File: config.mk
export PLATFORM = sky130hd
export DESIGN_NAME = serial_frame_to_mouse_reports
export DESIGN_NICKNAME = d
export VERILOG_FILES = /design/src/sfmr_pkg.sv /design/src/sfmr_step_unit.sv /design/src/serial_frame_to_mouse_reports.sv
export VERILOG_INCLUDE_DIRS = /design/src /design/src/src
export SDC_FILE = /design/constraint.sdc
export NUM_CORES = 1
export LEC_CHECK = 0
export BUFFER_PORTS_ARGS = -buffer_cell sky130_fd_sc_hd__buf_4
export CORE_MARGIN = 2
export CORE_UTILIZATION = 35
export CTS_CLUSTER_DIAMETER = 40
export DETAILED_ROUTE_END_ITERATION = 7
export GPL_TIMING_DRIVEN = 1
export PLACE_DENSITY = 0.48
export SETUP_SLACK_MARGIN = 0.2
export SYNTH_ARGS = -nofsm -noshare
export SYNTH_HDL_FRONTEND = slang
export SYNTH_HIERARCHICAL = 1
export SYNTH_SLANG_ARGS = --single-unit
File: constraint.sdc
create_clock -name clk -period 6.2 [get_ports clk]
set_input_delay 0.93 -clock clk [delete_from_list [all_inputs] [get_ports clk]]
set_output_delay 0.93 -clock clk [all_outputs]
set_load 0.005 [all_outputs]
File: src/serial_frame_to_mouse_reports_defines.svh
// Assertion macros shared by the RTL that checks itself.
`ifndef SERIAL_FRAME_TO_MOUSE_REPORTS_DEFINES_SVH
`define SERIAL_FRAME_TO_MOUSE_REPORTS_DEFINES_SVH

// Clocked check, quiet while reset is held.
`define SFMR_ASSERT_CLK(label, prop, msg) \
  label: assert property (@(posedge clk) disable iff (!rst_n) (prop)) else $error(msg);

// Clocked implication, quiet while reset is held.
`define SFMR_ASSERT_IMP(label, cond, prop, msg) \
  label: assert property (@(posedge clk) disable iff (!rst_n) (cond) |-> (prop)) \
    else $error(msg);

`endif

File: src/sfmr_pkg.sv
`timescale 1ns / 1ps
`default_nettype none
package sfmr_pkg;

  // Sequencer states, one-hot.
  typedef enum logic [4:0] {
    S_IDLE    = 5'b00001,
    S_HOME    = 5'b00010,
    S_MOVE    = 5'b00100,
    S_PRESS   = 5'b01000,
    S_RELEASE = 5'b10000
  } state_t;

  // Result of one pass through the clamp/subtract unit.
  typedef struct packed {
    logic signed [7:0]  step_x;
    logic signed [7:0]  step_y;
    logic signed [13:0] rem_x;
    logic signed [13:0] rem_y;
    logic               drained;
  } step_res_t;

  localparam logic signed [13:0] STEP_LIMIT     = 14'sd127;
  localparam logic signed [13:0] STEP_LIMIT_NEG = -14'sd127;
  localparam logic signed [7:0]  STEP_MAX       = 8'sd127;
  localparam logic signed [7:0]  STEP_MIN       = -8'sd127;

  localparam logic signed [13:0] HOME_LIMIT     = 14'sd7874;
  localparam logic signed [13:0] HOME_LIMIT_NEG = -14'sd7874;
  localparam logic signed [13:0] HOME_X_RESET   = -14'sd4000;
  localparam logic signed [13:0] HOME_Y_RESET   = -14'sd5000;

  // Register indexes on the configuration port.
  localparam logic [1:0] REG_HOME_X = 2'd0;
  localparam logic [1:0] REG_HOME_Y = 2'd1;

  // Report kinds.
  localparam logic KIND_MOVE   = 1'b0;
  localparam logic KIND_BUTTON = 1'b1;

  // A click or init byte counts only when it holds this value.
  localparam logic [7:0] FLAG_SET = 8'd1;

  // Byte positions within a frame header.
  localparam logic [17:0] POS_COUNT_LO   = 18'd0;
  localparam logic [17:0] POS_COUNT_HI   = 18'd1;
  localparam logic [17:0] POS_CLICK      = 18'd2;
  localparam logic [17:0] POS_INIT       = 18'd3;
  localparam logic [17:0] POS_FIRST_PAIR = 18'd4;

  // Saturate a homing register value to the legal range.
  function automatic logic signed [13:0] sat_home(input logic signed [13:0] v);
    logic signed [13:0] r;
    r = v;
    if (v > HOME_LIMIT) r = HOME_LIMIT;
    if (v < HOME_LIMIT_NEG) r = HOME_LIMIT_NEG;
    return r;
  endfunction

endpackage
`default_nettype wire

File: src/sfmr_step_unit.sv
`timescale 1ns / 1ps
`default_nettype none
// Clamp both homing remainders to one move and subtract it.
module sfmr_step_unit (
  input  wire logic signed [13:0] rem_x,
  input  wire logic signed [13:0] rem_y,
  output sfmr_pkg::step_res_t     res
);
  import sfmr_pkg::*;

  function automatic logic signed [7:0] clamp_step(input logic signed [13:0] v);
    logic signed [7:0] r;
    r = v[7:0];
    if (v > STEP_LIMIT) r = STEP_MAX;
    if (v < STEP_LIMIT_NEG) r = STEP_MIN;
    return r;
  endfunction

  logic signed [7:0]  sx;
  logic signed [7:0]  sy;
  logic signed [13:0] nx;
  logic signed [13:0] ny;
  logic               drained;

  assign sx = clamp_step(rem_x);
  assign sy = clamp_step(rem_y);
  assign nx = rem_x - {{6{sx[7]}}, sx};
  assign ny = rem_y - {{6{sy[7]}}, sy};
  assign drained = (nx == 14'sd0) && (ny == 14'sd0);

  // Pack in field order: step_x, step_y, rem_x, rem_y, drained.
  assign res = {sx, sy, nx, ny, drained};

endmodule
`default_nettype wire

File: src/serial_frame_to_mouse_reports.sv
`timescale 1ns / 1ps
`default_nettype none
// Serial frame to mouse report converter. Each received byte is one input word; a frame is
// a 16-bit little-endian point count, a click byte, an init byte (each flag set only when
// the byte equals 1) and then that many signed (dx, dy) byte pairs. An init byte that is
// set issues the configured homing displacement as a run of relative moves clamped to
// +-127; every dy byte issues one move with its dx; at frame end a set click adds a
// left-button press and a release. out_tlast marks the final report caused by a byte.
// Timing: a byte is taken when the block is idle; the reports it causes then
// leave at one per cycle while out_tready is high, and in_tready stays low until the last
// of them is in the output register. A homing init byte holds the input while the single
// clamp/subtract unit drains both remainders, one move per cycle while the output register
// can take it; a dy byte holds it for its one move, and a set click at frame end holds it
// for a press and a release more. A byte that causes no report leaves the block ready at
// once; output stalls lengthen the hold. Homing registers saturate to +-7874 as they are
// written; write them only while the block is idle.
module serial_frame_to_mouse_reports (
  input  wire logic        clk,
  input  wire logic        rst_n,
  // input stream
  input  wire logic        in_tvalid,
  output logic             in_tready,
  input  wire logic [7:0]  in_tdata,   // [7:0] rx_byte
  // report stream
  output logic             out_tvalid,
  input  wire logic        out_tready,
  output logic [23:0]      out_tdata,  // [7:0] move_x, [15:8] move_y, [16] left_pressed
  output logic [0:0]       out_tuser,  // [0] report_kind
  output logic             out_tlast,  // last
  // configuration
  input  wire logic        cfg_we,
  input  wire logic [1:0]  cfg_index,
  input  wire logic [13:0] cfg_wdata
);
  import sfmr_pkg::*;

  `include "serial_frame_to_mouse_reports_defines.svh"

  state_t             state_r, state_nxt;
  logic [17:0]        byte_pos_r, byte_pos_nxt;
  logic [15:0]        point_total_r, point_total_nxt;
  logic               click_r, click_nxt;
  logic               frame_done_r, frame_done_nxt;
  logic [7:0]         held_x_r, held_x_nxt;
  logic [7:0]         pair_y_r, pair_y_nxt;
  logic signed [13:0] rem_x_r, rem_x_nxt;
  logic signed [13:0] rem_y_r, rem_y_nxt;
  logic signed [13:0] home_x_r, home_x_nxt;
  logic signed [13:0] home_y_r, home_y_nxt;

  logic               out_valid_r, out_valid_nxt;
  logic               out_kind_r, out_kind_nxt;
  logic [7:0]         out_x_r, out_x_nxt;
  logic [7:0]         out_y_r, out_y_nxt;
  logic               out_left_r, out_left_nxt;
  logic               out_last_r, out_last_nxt;

  logic               in_fire;
  logic               slot_free;
  logic [17:0]        pos_inc;
  logic [17:0]        frame_len;
  logic               pair_done;
  logic               header_done;
  step_res_t          step;

  sfmr_step_unit u_step (
    .rem_x (rem_x_r),
    .rem_y (rem_y_r),
    .res   (step)
  );

  assign in_tready   = (state_r == S_IDLE);
  assign in_fire     = in_tvalid && in_tready;
  // The output register can take a report when empty or being drained this cycle.
  assign slot_free   = !out_valid_r || out_tready;
  assign pos_inc     = byte_pos_r + 18'd1;
  assign frame_len   = {1'b0, point_total_r, 1'b0} + POS_FIRST_PAIR;
  assign pair_done   = (pos_inc == frame_len);
  assign header_done = (point_total_r == 16'd0);

  always_comb begin
    state_nxt       = state_r;
    byte_pos_nxt    = byte_pos_r;
    point_total_nxt = point_total_r;
    click_nxt       = click_r;
    frame_done_nxt  = frame_done_r;
    held_x_nxt      = held_x_r;
    pair_y_nxt      = pair_y_r;
    rem_x_nxt       = rem_x_r;
    rem_y_nxt       = rem_y_r;
    home_x_nxt      = home_x_r;
    home_y_nxt      = home_y_r;
    out_valid_nxt   = out_valid_r && !out_tready;
    out_kind_nxt    = out_kind_r;
    out_x_nxt       = out_x_r;
    out_y_nxt       = out_y_r;
    out_left_nxt    = out_left_r;
    out_last_nxt    = out_last_r;

    // Configuration writes; unknown indexes drop.
    if (cfg_we) begin
      case (cfg_index)
        REG_HOME_X: home_x_nxt = sat_home(cfg_wdata);
        REG_HOME_Y: home_y_nxt = sat_home(cfg_wdata);
        default: ;
      endcase
    end

    case (state_r)
      S_IDLE: begin
        if (in_fire) begin
          case (byte_pos_r)
            POS_COUNT_LO: begin
              point_total_nxt = {8'd0, in_tdata};
              byte_pos_nxt    = POS_COUNT_HI;
            end
            POS_COUNT_HI: begin
              point_total_nxt = {in_tdata, point_total_r[7:0]};
              byte_pos_nxt    = POS_CLICK;
            end
            POS_CLICK: begin
              click_nxt    = (in_tdata == FLAG_SET);
              byte_pos_nxt = POS_INIT;
            end
            POS_INIT: begin
              // An empty frame closes right here.
              frame_done_nxt = header_done;
              byte_pos_nxt   = header_done ? POS_COUNT_LO : POS_FIRST_PAIR;
              if ((in_tdata == FLAG_SET) && ((home_x_r != 14'sd0) || (home_y_r != 14'sd0)))
              begin
                rem_x_nxt = home_x_r;
                rem_y_nxt = home_y_r;
                state_nxt = S_HOME;
              end else if (header_done && click_r) begin
                state_nxt = S_PRESS;
              end
            end
            default: begin
              if (!byte_pos_r[0]) begin
                // dx byte: hold for its partner.
                held_x_nxt   = in_tdata;
                byte_pos_nxt = pos_inc;
              end else begin
                pair_y_nxt     = in_tdata;
                frame_done_nxt = pair_done;
                byte_pos_nxt   = pair_done ? POS_COUNT_LO : pos_inc;
                state_nxt      = S_MOVE;
              end
            end
          endcase
        end
      end

      S_HOME: begin
        if (slot_free) begin
          out_valid_nxt = 1'b1;
          out_kind_nxt  = KIND_MOVE;
          out_x_nxt     = step.step_x;
          out_y_nxt     = step.step_y;
          out_left_nxt  = 1'b0;
          out_last_nxt  = 1'b0;
          rem_x_nxt     = step.rem_x;
          rem_y_nxt     = step.rem_y;
          if (step.drained) begin
            if (frame_done_r && click_r) begin
              state_nxt = S_PRESS;
            end else begin
              out_last_nxt = 1'b1;
              state_nxt    = S_IDLE;
            end
          end
        end
      end

      S_MOVE: begin
        if (slot_free) begin
          out_valid_nxt = 1'b1;
          out_kind_nxt  = KIND_MOVE;
          out_x_nxt     = held_x_r;
          out_y_nxt     = pair_y_r;
          out_left_nxt  = 1'b0;
          out_last_nxt  = !(frame_done_r && click_r);
          state_nxt     = (frame_done_r && click_r) ? S_PRESS : S_IDLE;
        end
      end

      S_PRESS: begin
        if (slot_free) begin
          out_valid_nxt = 1'b1;
          out_kind_nxt  = KIND_BUTTON;
          out_x_nxt     = 8'd0;
          out_y_nxt     = 8'd0;
          out_left_nxt  = 1'b1;
          out_last_nxt  = 1'b0;
          state_nxt     = S_RELEASE;
        end
      end

      S_RELEASE: begin
        if (slot_free) begin
          out_valid_nxt = 1'b1;
          out_kind_nxt  = KIND_BUTTON;
          out_x_nxt     = 8'd0;
          out_y_nxt     = 8'd0;
          out_left_nxt  = 1'b0;
          out_last_nxt  = 1'b1;
          state_nxt     = S_IDLE;
        end
      end

      default: state_nxt = S_IDLE;
    endcase
  end

  // Control state.
  always_ff @(posedge clk) begin
    if (!rst_n) begin
      state_r       <= S_IDLE;
      byte_pos_r    <= POS_COUNT_LO;
      point_total_r <= 16'd0;
      click_r       <= 1'b0;
      frame_done_r  <= 1'b0;
      held_x_r      <= 8'd0;
      rem_x_r       <= 14'sd0;
      rem_y_r       <= 14'sd0;
      home_x_r      <= HOME_X_RESET;
      home_y_r      <= HOME_Y_RESET;
      out_valid_r   <= 1'b0;
    end else begin
      state_r       <= state_nxt;
      byte_pos_r    <= byte_pos_nxt;
      point_total_r <= point_total_nxt;
      click_r       <= click_nxt;
      frame_done_r  <= frame_done_nxt;
      held_x_r      <= held_x_nxt;
      rem_x_r       <= rem_x_nxt;
      rem_y_r       <= rem_y_nxt;
      home_x_r      <= home_x_nxt;
      home_y_r      <= home_y_nxt;
      out_valid_r   <= out_valid_nxt;
    end
  end

  // Payload.
  always_ff @(posedge clk) begin
    pair_y_r   <= pair_y_nxt;
    out_kind_r <= out_kind_nxt;
    out_x_r    <= out_x_nxt;
    out_y_r    <= out_y_nxt;
    out_left_r <= out_left_nxt;
    out_last_r <= out_last_nxt;
  end

  assign out_tvalid   = out_valid_r;
  assign out_tdata    = {7'd0, out_left_r, out_y_r, out_x_r};
  assign out_tuser[0] = out_kind_r;
  assign out_tlast    = out_last_r;

  // Homing only runs while something is left to drain.
  `SFMR_ASSERT_IMP(a_home_nonzero, state_r == S_HOME,
    (rem_x_r != 14'sd0) || (rem_y_r != 14'sd0), "homing with both remainders zero")
  // Button reports follow only a set click byte.
  `SFMR_ASSERT_IMP(a_click_only, (state_r == S_PRESS) || (state_r == S_RELEASE),
    click_r && frame_done_r, "button report without a click request")
  // A press is always followed by its release, so it never closes a byte's run.
  `SFMR_ASSERT_IMP(a_press_not_last, out_valid_r && (out_kind_r == KIND_BUTTON) && out_left_r,
    !out_last_r, "press report marked last")
  // Input is held off while the output register waits on a run still in progress.
  `SFMR_ASSERT_IMP(a_busy_no_accept, state_r != S_IDLE, !in_tready,
    "input taken while reports are pending")

endmodule
`default_nettype wire
==> results_dict.tcl, run 1 <==
set metrics [dict create \
    setup_tns_ns 0 \
    ys_types 100 \
    netlist_area_um2 8980 \
    worst_hold_slack_ns 0.485 \
    synthFlopType "dfxtp_1" \
    worstPathArrival_ns 5.88 \
    cpPeakStageDelay_ns 0.58 \
    slew_headroom_pct 29.6 \
    finalCriticalPeriod_ns 5.58 \
    route.detailed.wl_per_inst_um 18.1 \
    slew_viol_final 0 \
    ys_seq_elements 133 \
    cts.repair.resized 0 \
    synth_cells 1060 \
    drive_gt1_share_pct 14.5 \
    syn2layout_area_growth_pct 11.1 \
    grt_max_degree 57 \
    hold_depth 2 \
    tightestPinTransition_ns 1.06 \
    cts_hold_buf 0 \
    hpwl_um 18900 \
    worstRegToRegCells 20 \
    drtIter0Drc 424 \
    die_w_um 164 \
    hold_path.class "reg2reg" \
    setup_viol 0 \
    grt_first_pass_wirelength_um 40700 \
    clock.fmax_mhz 179 \
    gp_congestion 0.846 \
    cts.sinks 133 \
    cts_tree "built" \
    port_buffers 49 \
    drtAntennaViolNets 0 \
    synth_edf_count 27 \
    drt_pass1_iterations 5 \
    finalHoldViolations 0 \
    worstSetupEndpointType "register" \
    dieArea_um2 27000 \
    grt_overflow_total 0 \
    regToRegEndpoint "state_r[0]" \
    layout.cells.most_common "nor2_1" \
    crit_type "reg2reg" \
    fin_skew_ns 0.0106 \
    vdd_drop_max_mv 0.205 \
    p_leak_uw 0.00392 \
    yosysWarnings 6 \
    dieHeight_um 164 \
    cts_setup_buffers 0 \
    rsz0062_at_grt "no" \
    cp_slowest_cell "or4_1" \
    h-tree-depth 4 \
    insertion_delay_ns 0.42 \
    antenna_found_initial 0 \
    cts_root_buffer "clkbuf_16" \
    cts_buffers 17 \
    num_antenna_cells 0 \
    ios 57 \
    clk_pin_slew_ns 0.06 \
    layout_common_cells "126 x nor2_1, 106 x dfxtp_1, 91 x nand2_1" \
    rows 58 \
    detail_route.vias_per_cell 5.44 \
    period_share_pct 90.0 \
    wl_um 25500 \
    vias 7653 \
    r2r_setup_slack_ns 0.62 \
    power_density_nw_per_um2 544 \
    rr_startpoint "rem_y_r[8]" \
    drc_errors 0 \
    worstPathRequired_ns 6.50 \
    hold_path_end "home_x_r[11]" \
    cap_violations 0 \
    crit_chain "or4_1, nor3_1, nor2_1, nor2_1, nand2_1, ha_1, fa_1, inv_1, or4_1, nor3_1, o2111ai_1, a2111oi_4, and4bb_1, nand4_1, nor4_2, a21oi_1, a21oi_1, nand3_1, o31ai_1, nand2_1" \
    path_max_fanout 9 \
    grt.total_usage_pct 19.3 \
    ys_async_sr_fraction_pct 0 \
    fin_nets 1115 \
    clock_path_buffers 2 \
    synth_area_per_cell_um2 8.48 \
    hold_path_startpoint "home_x_r[11]" \
    crit_path_start_kind "register" \
    status "finished, final reports clean" \
    synth-seq-area-share_pct 32.6 \
    core_um2 25200 \
    start_util_pct 35.7 \
    grt_pass1_vias 7114 \
]
kinds of logic (layout without fill, tap and decap cells):
kind of cell	after synthesis	after routing	synth area share, %
AO/OA/AOI/OAI	247	247	20.2
XOR/XNOR	57	57	5.64
adder cells (fa/ha/maj)	21	21	3.01
other	1	7	0.0417
AND/OR/NAND/NOR	431	431	25.5
buffers and inverters	119	131	7.34
flip-flops	133	133	32.6
multiplexers	51	51	5.68
Yosys cell counts (9+ instances only):
cell type	n	share of area, %
nand3_2	9	1.0
xnor2_1	38	3.7
o211ai_1	10	0.84
nor2_1	126	5.3
nand2_1	91	3.8
nand3_1	36	2.0
a22o_1	16	1.6
inv_1	38	1.6
ha_1	20	2.8
nor4_1	26	1.8
a21oi_1	55	3.1
clkbuf_1	35	1.5
buf_6	13	1.6
buf_4	15	1.3
dfxtp_1	106	24
nor3_1	36	2.0
a211oi_1	42	3.5
o21ai_0	29	1.6
mux2i_1	51	5.7
buf_2	10	0.56
a31oi_1	13	0.91
xor2_1	18	1.8
nand4_1	11	0.77
nor2b_1	9	0.63
and2_1	16	1.1
edfxtp_1	27	9.0
state kept, by name (all words and copies together) (netlist names), 5 cells and up, named ones only:
name / cells
byte_pos_r: 17
held_x_r: 8
home_x_r: 14
home_y_r: 14
out_x_r: 8
out_y_r: 8
pair_y_r: 8
point_total_r: 16
rem_x_r: 14
rem_y_r: 14
state_r: 5
where the power goes:
part | switching, uW | internal (uW) | total, uW
registers | 194 | 1040 | 1240
clock network | 447 | 612 | 1060
logic | 1900 | 1230 | 3130
worst max-delay path: cells and delay by family (launching register included):
kind / cells / cell delay (ns)
AND/OR/NAND/NOR: 12 / 3.03
buffers and inverters: 1 / 0.05
flip-flops: 1 / 0.39
AO/OA/AOI/OAI: 5 / 1.22
adder cells (fa/ha/maj): 2 / 0.78
worst max path at each step:
| stage | slack, ns | start | endpoint | cells after the start |
|---|---|---|---|---|
| 6_report | 0.62 | rem_y_r[8] | state_r[0] | 20 |
| 4_1_cts | 0.67 | rem_y_r[8] | state_r[0] | 20 |
| 2_1_floorplan | 1.34 | rem_y_r[8] | state_r[0] | 22 |
| 3_3_place_gp | 0.90 | rem_y_r[8] | state_r[0] | 20 |
| 5_1_grt | 0.27 | rem_y_r[8] | state_r[0] | 20 |
| 3_5_place_dp | 0.69 | rem_y_r[8] | state_r[0] | 20 |
stage by stage:
step | total power, uW | utilization [%] | setup slack [ns] | instance area [um2] | cells
CTS | 5430 | 39.6 | 0.671 | 9980 | 1408
finish | 5430 | 39.6 | 0.619 | 9980 | 1408
global route | 5810 | 39.6 | 0.273 | 9980 | 1408
floorplan | 3590 | - | 1.34 | 9010 | 1066
global placement | 4360 | 37.2 | 0.900 | 9370 | 1376
detailed placement | 4350 | 37.2 | 0.691 | 9370 | 1376
layer usage:
metal / vias up / wire (um) / global-route usage [%]
met1: 3605 / 13600 / 29.0
met5: - / 0 / 0
li1: 3866 / - / -
met4: 0 / 338 / 4.67
met3: 27 / 780 / 2.68
met2: 155 / 10800 / 28.8
layout make-up:
| type | instances | area [um2] |
|---|---|---|
| Clock buffer | 17 | 425 |
| Tap cell | 330 | 413 |
| Multi-Input combinational cell | 814 | 5430 |
| Clock inverter | 15 | 189 |
| Timing Repair Buffer | 59 | 443 |
| Sequential cell | 133 | 2930 |
| Inverter | 40 | 150 |
| Fill cell | 2574 | 15200 |
No activity file was read; power rests on OpenSTA's default activity.
==> run 2, diff against run 1 <==
--- a/config.mk
+++ b/config.mk
@@ -7,7 +7,6 @@
 export NUM_CORES = 1
 export LEC_CHECK = 0
 export BUFFER_PORTS_ARGS = -buffer_cell sky130_fd_sc_hd__buf_4
-export CORE_MARGIN = 2
 export CORE_UTILIZATION = 35
 export CTS_CLUSTER_DIAMETER = 40
 export DETAILED_ROUTE_END_ITERATION = 7
==> run 2 against run 1 <==
  * Non-clock buffer count did not move
  * Clock power hardly changed
  * Global-route usage is 0.41 points higher
  * Critical path type unchanged
  * Cell area about the same
  * Sequential share of layout area about the same
  * Count of clock-buffer cells in the layout grew 2
  * Largest power group unchanged
  * Via count unchanged
  * Critical endpoint unchanged
  * Fmax is 1.7% higher
  * Sequential power about the same
==> results_dict.tcl, run 2 (synthesis gave the netlist of run 1 again) <==
set metrics [dict create \
    clock_path_buffers 2 \
    cts_buffers 17 \
    hpwl_um 18600 \
    layout.area.seq_um2 2930 \
    worstSetupEndpointType "register" \
    cts.repair.resized 0 \
    rsz0062_at_grt "no" \
    cts_tree "built" \
    cts_setup_buffers 0 \
    cp_slowest_cell "or4_1" \
    grt_pass1_vias 6915 \
    drtAntennaViolNets 0 \
    wl_met3_um 889 \
    crit_type "reg2reg" \
    finalHoldViolations 0 \
    power_density_nw_per_um2 544 \
    top_regs "byte_pos_r (17), point_total_r (16)" \
    dieHeight_um 162 \
    grt.total_usage_pct 19.7 \
    path_max_fanout 9 \
    drtIter0Drc 490 \
    hold_depth 2 \
    clock.fmax_mhz 182 \
    insertion_delay_ns 0.43 \
    fillers 2600 \
    fin_skew_ns 0.0142 \
    fin_nets 1115 \
    p_leak_uw 0.00392 \
    setup_tns_ns 0 \
    worstPathArrival_ns 5.80 \
    clk_pin_slew_ns 0.07 \
    drive_gt1_share_pct 14.4 \
    multi_input_area_um2 5430 \
    syn2layout_area_growth_pct 11.1 \
    worstRegToRegCells 20 \
    ios 57 \
    drt_pass1_iterations 5 \
    antenna_found_initial 0 \
    vias 7653 \
    postPlaceCellArea_um2 9370 \
    largest_reg_flops 17 \
    detail_route.vias_per_cell 5.44 \
    wl_um 25400 \
    crit_chain "or4_1, nor3_1, nor2_1, nor2_1, nand2_1, ha_1, fa_1, inv_1, or4_1, nor3_1, o2111ai_1, a2111oi_4, and4bb_1, nand4_1, nor4_2, a21oi_1, a21oi_1, nand3_1, o31ai_1, nand2_1" \
    grt_max_degree 90 \
    layout.cells.most_common "nor2_1" \
    cap_violations 0 \
    h-tree-depth 4 \
    hold_path_startpoint "home_x_r[12]" \
    dieArea_um2 26300 \
    num_antenna_cells 0 \
    rows 58 \
    r2r_setup_slack_ns 0.71 \
    wl_met2_um 11100 \
    fin_area_um2 9980 \
    wirelength_met1_um 13200 \
    start_util_pct 35.7 \
    vdd_drop_max_mv 0.202 \
    cts.sinks 133 \
    cpPeakStageDelay_ns 0.57 \
    top_register "byte_pos_r" \
    final_util_pct 39.6 \
    gp_congestion 0.871 \
    dr.max_layer_used "met4" \
    worstPathRequired_ns 6.51 \
    die_w_um 162 \
    slew_viol_final 0 \
    setup_viol 0 \
    layout_common_cells "126 x nor2_1, 106 x dfxtp_1, 91 x nand2_1" \
    status "finished, final reports clean" \
    hold_path_end "home_x_r[12]" \
    port_buffers 49 \
    core_um2 25200 \
    tightestPinTransition_ns 1.07 \
    grt_overflow_total 0 \
    period_share_pct 88.5 \
    regToRegEndpoint "state_r[0]" \
    rr_startpoint "rem_y_r[8]" \
    cts_root_buffer "clkbuf_16" \
    crit_path_start_kind "register" \
    cts_hold_buf 0 \
    grt_first_pass_wirelength_um 40400 \
    finalCriticalPeriod_ns 5.49 \
    hold_path.class "reg2reg" \
    slew_headroom_pct 28.6 \
    drc_errors 0 \
    route.detailed.wl_per_inst_um 18.0 \
]
## run 2: changes by cell type in the layout (fill, tap and decap cells not counted), sizes merged
cell      change
clkbuf        +2
clkinv        -2
clkinvlp      +1
inv           -1
## run 2: through the flow
step	std cells	power [uW]	worst slack, ns	hold slack (ns)
6_report	1408	5420	0.713	0.497
5_1_grt	1408	5800	0.260	0.512
4_1_cts	1408	5430	0.754	0.501
3_5_place_dp	1376	4330	0.777	0.492
3_3_place_gp	1376	4370	0.899	0.478
2_1_floorplan	1066	3590	1.34	0.446
## run 2: power by group
group	internal, uW	total (uW)	switching [uW]
Sequential	1040	1240	196
Clock	630	1060	433
Combinational	1230	3120	1900
## run 2: worst max-delay path: cells and delay by family (launching register included)
family | cells | cell delay [ns]
buf+inv | 1 | 0.04
compound gates | 5 | 1.19
flops | 1 | 0.39
fa+ha+maj | 2 | 0.76
simple gates | 12 | 3.02
## run 2: layout make-up
| class | count | share of cell area [%] |
|---|---|---|
| timing repair buffer | 59 | 4.44 |
| inverter | 40 | 1.50 |
| clock buffer | 19 | 4.55 |
| sequential | 133 | 29.4 |
| tap | 330 | 4.14 |
| clock inverter | 13 | 1.59 |
| multi-input combinational | 814 | 54.4 |
## run 2: worst max path at each step
stage,from,endpoint,slack (ns),cells after the start
after global routing,rem_y_r[9],state_r[1],0.26,18
after detailed placement,rem_y_r[8],state_r[0],0.78,20
after CTS,rem_y_r[8],state_r[0],0.75,20
final,rem_y_r[8],state_r[0],0.71,20
after floorplan,rem_y_r[8],state_r[0],1.34,22
after global placement,rem_y_r[8],state_r[0],0.90,20
## run 2: layer usage
| metal | global-route usage (%) | vias to the layer above |
|---|---|---|
| li1 | - | 3870 |
| met1 | 30.2 | 3607 |
| met2 | 28.7 | 159 |
| met3 | 2.68 | 17 |
| met4 | 4.46 | 0 |
| met5 | 0 | - |
